`config.mk`:
```
export PLATFORM = sky130hd
export DESIGN_NAME = vpp_sqrt
export DESIGN_NICKNAME = d
export VERILOG_FILES = /design/src/hdl/vertex_perspective_projection_top_macros.svh /design/src/hdl/vpp_pkg.sv /design/src/hdl/vpp_sqrt.sv
export SDC_FILE = /design/constraint.sdc
export NUM_CORES = 2
export LEC_CHECK = 0
export BUFFER_PORTS_ARGS = -buffer_cell sky130_fd_sc_hd__buf_2
export CAP_MARGIN = 20
export CORE_ASPECT_RATIO = 1.5
export CORE_MARGIN = 4
export CORE_UTILIZATION = 64
export CTS_CLUSTER_SIZE = 28
export DETAILED_ROUTE_END_ITERATION = 8
export HOLD_SLACK_MARGIN = 0.05
export PLACE_DENSITY_LB_ADDON = 0.12
export SETUP_SLACK_MARGIN = 0.1
export SYNTH_ARGS = -nofsm -noshare
export SYNTH_HDL_FRONTEND = slang
export SYNTH_MEMORY_MAX_BITS = 65536
export SYNTH_SLANG_ARGS = --single-unit
```
`constraint.sdc`:
```
create_clock -name aclk -period 4.4 [get_ports aclk]
set_clock_uncertainty 0.1 [all_clocks]
set_input_delay 0.22 -clock aclk [delete_from_list [all_inputs] [get_ports aclk]]
set_output_delay 0.22 -clock aclk [all_outputs]
set_load 0.05 [all_outputs]
```
`src/hdl/vertex_perspective_projection_top_macros.svh`:
```
// assertion macros for the vertex projection block
`ifndef VERTEX_PERSPECTIVE_PROJECTION_TOP_MACROS_SVH
`define VERTEX_PERSPECTIVE_PROJECTION_TOP_MACROS_SVH

// same-cycle implication, checked out of reset
`define VPP_ASSERT_NOW(lbl, ante, cons) \
    lbl: assert property (@(posedge aclk) disable iff (!aresetn) (ante) |-> (cons)) \
        else $error("vpp assertion failed");

// next-cycle implication, checked out of reset
`define VPP_ASSERT_NEXT(lbl, ante, cons) \
    lbl: assert property (@(posedge aclk) disable iff (!aresetn) (ante) |=> (cons)) \
        else $error("vpp assertion failed");

`endif

```
`src/hdl/vpp_pkg.sv`:
```
// shared types, constants and helpers for the vertex projection block
`timescale 1ns / 1ps
`default_nettype none

package vpp_pkg;

    localparam int CLIP_W      = 50;
    localparam int DIV_Q_W     = 31;
    localparam int DIV_STAGES  = 32;
    localparam int SQRT_STAGES = 32;
    localparam int DIM_W       = 13;
    localparam int PIPE_DEPTH  = 3 + DIV_STAGES + 3;

    localparam logic [DIM_W-1:0] WIDTH_RESET  = 13'd800;
    localparam logic [DIM_W-1:0] HEIGHT_RESET = 13'd600;

    localparam logic [1:0] CFG_SCREEN_WIDTH  = 2'd0;
    localparam logic [1:0] CFG_SCREEN_HEIGHT = 2'd1;

    typedef enum logic [1:0] {
        ACT_LOAD_MAT  = 2'd0,
        ACT_LOAD_VIEW = 2'd1,
        ACT_PROJECT   = 2'd2
    } action_t;

    typedef logic signed [CLIP_W-1:0] clip_t;
    typedef logic [CLIP_W-1:0]        mag_t;

    typedef struct packed {
        logic               mat_we;
        logic [3:0]         slot;
        logic signed [31:0] value;
    } load_t;

    typedef struct packed {
        logic       vis;
        logic [2:0] neg;
        logic       dsat;
    } tag_t;

    function automatic logic signed [15:0] sat16(input logic signed [47:0] v);
        logic signed [15:0] r;
        if (v > 48'sd32767) begin
            r = 16'sh7FFF;
        end else if (v < -48'sd32768) begin
            r = 16'sh8000;
        end else begin
            r = v[15:0];
        end
        return r;
    endfunction

endpackage

`default_nettype wire

```
`src/hdl/vpp_sqrt.sv`:
```
// pipelined integer square root, one result bit per stage
`timescale 1ns / 1ps
`default_nettype none

module vpp_sqrt (
    input  wire logic        aclk,
    input  wire logic        adv,
    input  wire logic [63:0] radicand,
    output logic [31:0]      root
);

    localparam int NS = vpp_pkg::SQRT_STAGES;

    logic [35:0] rem_reg  [NS];
    logic [31:0] root_reg [NS];
    logic [63:0] v_reg    [NS];

    for (genvar s = 0; s < NS; s++) begin : g_step
        localparam int I = NS - 1 - s;
        logic [35:0] rem_p;
        logic [31:0] root_p;
        logic [63:0] v_p;
        logic [35:0] rs;
        logic [35:0] trial;
        logic        ge;

        always_comb begin
            if (s == 0) begin
                rem_p  = '0;
                root_p = '0;
                v_p    = radicand;
            end else begin
                rem_p  = rem_reg[(s == 0) ? 0 : s-1];
                root_p = root_reg[(s == 0) ? 0 : s-1];
                v_p    = v_reg[(s == 0) ? 0 : s-1];
            end
            rs    = {rem_p[33:0], v_p[2*I+1], v_p[2*I]};
            trial = {2'b0, root_p, 2'b01};
            ge    = rs >= trial;
        end

        always_ff @(posedge aclk) begin
            if (adv) begin
                rem_reg[s]  <= ge ? rs - trial : rs;
                root_reg[s] <= {root_p[30:0], ge};
                v_reg[s]    <= v_p;
            end
        end
    end

    assign root = root_reg[NS-1];

endmodule

`default_nettype wire
```
==> Word level (Yosys, flattened, before mapping) <==
Memory sizes are Yosys's and may differ from the RTL's.
Cells that the tools add are included.
{ "word_totals": {"register_bits": 0, "mem_bits_rw": 4224, "input_bits": 66, "out_inout_bits": 32, "elab_cells": 101, "memories": 3} }
{ "op_classes": {"add_sub_neg": 32, "order_cmp": 32, "mux": 34} }
{ "mem_list": {"columns": ["memory", "words", "width", "rd", "rd_ports_with_merged_regs", "wr", "line_no", "text"], "rows": [
  ["v_reg", 32, 64, 31, 0, 32, "vpp_sqrt.sv:16", "logic [63:0] v_reg [NS];"],
  ["rem_reg", 32, 36, 31, 0, 32, "vpp_sqrt.sv:14", "logic [35:0] rem_reg [NS];"],
  ["root_reg", 32, 32, 32, 0, 32, "vpp_sqrt.sv:15", "logic [31:0] root_reg [NS];"]
]} }
{ "ops": {"columns": ["op", "count"], "rows": [
  ["$mux 36", 32],
  ["$ge 36x34->1", 31],
  ["$sub 36x34->36", 31],
  ["$sub 2x1->3 const B", 1],
  ["$ge 2x1->1 const B", 1],
  ["$mux 1", 2]
]} }

==> Logic depth before layout (Yosys ltp) <==
An unclocked memory read counts as a cell.
{ "depth": {"word_depth": 3, "ltp_mapped": 14} }

==> Worst setup path after synthesis <==
No wires, ideal clock.
{ "synth_timing": {"path_type": "reg2reg", "startpoint": "memory rem_reg[7][21]", "endpoint": "memory rem_reg[8][9], data pin", "setup_time_ns": 0.260, "arrival_ns": 3.714, "path_slack_ns": 0.327, "path_stages_with_launch": 10, "path_buffers": 1, "period_less_slack_ns": 4.073, "cell_sequence": "edfxtp_1 -> or4_4 -> or4_4 -> or3_4 -> or3_4 -> or3_1 -> or4_1 -> buf_2 -> nor3_4 -> mux2_2"} }
{ "synth_rtl": {"columns": ["item", "line_no"], "rows": [
  ["from (decl)", "vpp_sqrt.sv:14"]
]} }

==> reports/qor.yml <==
setup_path:
  crit_path_start_kind: "flip-flop"
  cp-end-kind: "flip-flop"
  crit_type: "reg -> reg"
  rr_worst_depth: 10
  slowest_delay_ns: 0.61
  required_ns: 4.88
  crit_fanout: 13
  crit_slowest_cell: "or4_4"
  crit_top_cell: "or4_4"
  crit_chain: "or4_4 > or4_4 > or3_4 > or3_4 > or3_1 > or4_4 > o221ai_2 > buf_4 > nor3_1 > xor2_1"
  r2r_end: "rem_reg[8][17]"
  critPathArrivalTime_ns: 4.59
  r2r_setup_slack_ns: 0.29
  r2r_start: "rem_reg[7][21]"
finish:
  final_util_pct: 71.6
  nets: 10200
  largest_reg_flops: 1003
  drive_gt1_share_pct: 7.40
  fill_cells: 12000
  multi_input_area_sq_um: 38700
  ff_latch_area_sq_um: 75800
  area_growth_pct: 11.2
  design_area_sq_um: 131000
yosys:
  synthTopCellsByCount: "2523 x edfxtp_1, 706 x inv_1, 655 x nand2_1"
  ys.flop_type: "edfxtp_1"
  ys_types: 86
  synth_top_area_share_pct: 64.3
  synth_area_sq_um: 118000
  syn_avg_cell_area_sq_um: 12.9
  synth-edff-count: 2523
  ys_top_cells_by_area: "edfxtp_1 64%, ha_1 6.0%, xor2_1 3.2%, xnor2_1 3.0%, a21oi_1 2.3%"
  post-synth-top-area-cell: "edfxtp_1"
  ys_seq_elements: 2523
  synth.most_common_cell: "edfxtp_1"
  ys.warnings.count: 0
  syn_inst: 9141
  synth_fp_nets: 9769
  yosysSeqAreaShare_pct: 64.3
  async_reset_ff_share_pct: 0
floorplanning:
  core_sq_um: 183000
  die_area_sq_um: 191000
  ios: 98
  die_height_um: 533
  num_rows: 192
  start_util_pct: 64.4
  die_w_um: 358
detailed_routing:
  wl_mm: 264
  first_pass_iters: 8
  via_per_inst: 6.01
  wire_per_inst_um: 21.7
  detail-route-antenna-nets: 0
  via_count: 73000
  drtIter0Drc: 5491
  drc: 0
grt:
  grtUsageTotal_pct: 27.4
  grt_max_degree: 130
  antenna_found_initial: 3
  grt_pass1_vias: 73900
  overflow: 0
  grt_pass1_wl_mm: 409
worst_hold_path:
  holdPathStages: 0
  hold_start: "v_reg[12][6]"
  hold_class: "reg -> reg"
  holdPathEnd: "v_reg[12][70]"
place:
  port_buffers: 97
  placed_area_sq_um: 122000
  gp_congestion: 0.953
  dp_hpwl_mm: 187
power:
  power_density_nw_per_um2: 517
  power_mw: 67.7
  leakage_nw: 50.3
  ir_drop_mv: 0.459
timing:
  finalCriticalPeriod_ns: 4.11
  hold_violations: 0
  worst_pin_slew_ns: 1.03
  tns_ns: 0
  holdWs_ns: 0.277
  fin_crit_sh_pct: 93.4
  rsz0062_at_grt: "false"
  drv_slew: 0
  max_freq_mhz: 243
  setup_violations: 0
  max_slew_margin_pct: 31.1
outcome:
  status: "complete, no violations"
clocking:
  clock-sinks: 2523
  cts_tree: "built"
  cts_buffers: 227
  clockRootBuffer: "clkbuf_16"
  cts_buffer_depth: 4
  h-tree-depth: 4
  insertion_delay_ns: 0.88
  clkTransAtPathRegs_ns: 0.07
job:
  max_cap_violations: 0
metrics by stage:
step,cells,setup slack [ns]
floorplan,9141,0.327
global placement,11600,0.224
detailed placement,11600,0.217
CTS,12100,0.181
global route,12100,0.100
finish,12100,0.292
placed cells by master (no fill, tap or decap), types with 38 or more instances in the layout:
master	synthesis	routed
nand4_1	98	98
clkbuf_16	0	228
o21ai_0	522	522
nor3_1	251	251
a21oi_1	536	534
o31ai_1	65	64
nand3_1	116	116
dlygate4sd3_1	0	130
o21bai_1	38	38
a211oi_1	54	52
buf_4	1	100
a31oi_1	52	51
or2_2	41	41
xnor2_1	407	407
mux2_2	60	60
ha_1	562	562
nand2_1	655	655
clkinv_1	5	50
nand2b_1	85	85
nor2b_1	78	78
clkinv_2	0	38
o21a_1	124	124
edfxtp_1	2523	2523
a21o_1	256	256
nor2_1	523	523
xor2_1	428	428
or3_1	101	101
or4_1	58	57
inv_1	706	706
nor4_1	126	125
and3_1	62	62
buf_2	2	98
layer usage:
| metal | vias to the layer above | share of wire [%] | track usage [%] |
|---|---|---|---|
| li1 | 34700 | - | - |
| met1 | 35500 | 35 | 29.0 |
| met2 | 2031 | 55 | 52.7 |
| met3 | 769 | 3.7 | 3.12 |
| met4 | 2 | 6.1 | 14.4 |
| met5 | - | 0.0046 | 0 |
cells by family (layout without fill, tap and decap cells):
logic type                 count (synthesis)  after routing  synth area share [%]
other                                      1              2               0.00318
and+or+nand+nor                         2335           2335                  9.79
adders and majority gates                562            562                  5.97
DFF                                     2523           2523                  64.3
muxes                                     68             68                 0.642
xor gates and xnor gates                 835            835                  6.21
AOI/OAI and AO/OA                       1919           1919                  10.2
buffers and inverters                    898           1478                  2.87
critical path: cells and delay by family, from the launching register on:
kind	cells	cell delay (ns)
flip-flops	1	0.42
XOR/XNOR	1	0.16
buffers and inverters	1	0.21
AND/OR/NAND/NOR	7	2.74
AO/OA/AOI/OAI	1	0.20
area by class of cell:
| type | count | share of cell area, % |
|---|---|---|
| antenna | 1 | 0.00191 |
| clock buffer | 247 | 4.41 |
| clock inverter | 166 | 1.47 |
| inverter | 713 | 2.04 |
| multi-input combinational | 5720 | 29.6 |
| sequential | 2523 | 57.9 |
| tap | 2425 | 2.32 |
| timing repair buffer | 352 | 2.31 |
how the worst max path moves through the flow:
stage | to | cells after the start | start | slack (ns)
after global routing | rem_reg[27][27] | 11 | root_reg[1][321] | 0.10
after detailed placement | rem_reg[8][25] | 10 | rem_reg[7][21] | 0.22
after global placement | rem_reg[8][23] | 10 | rem_reg[7][21] | 0.22
after floorplan | rem_reg[8][9] | 9 | rem_reg[7][21] | 0.33
after CTS | rem_reg[8][17] | 10 | rem_reg[7][21] | 0.18
final | rem_reg[8][17] | 10 | rem_reg[7][21] | 0.29
repair_timing:
item                                    4_1_cts  5_1_grt
endpoints found under the hold margin       185        0
buffers inserted                              0        0
endpoints found under the setup margin        0       10
resized for setup                             0        1
hold buffers                                130        0
power by group:
part | switching (mW) | total (mW) | internal (mW) | leakage (nW)
combinational | 8.56 | 14.5 | 5.98 | 22.2
sequential | 2.23 | 32.6 | 30.4 | 24.3
clock | 8.82 | 20.5 | 11.7 | 3.72
total | 19.6 | 67.7 | 48.1 | 50.3
Note: power is estimated with default switching activity, not from simulation.
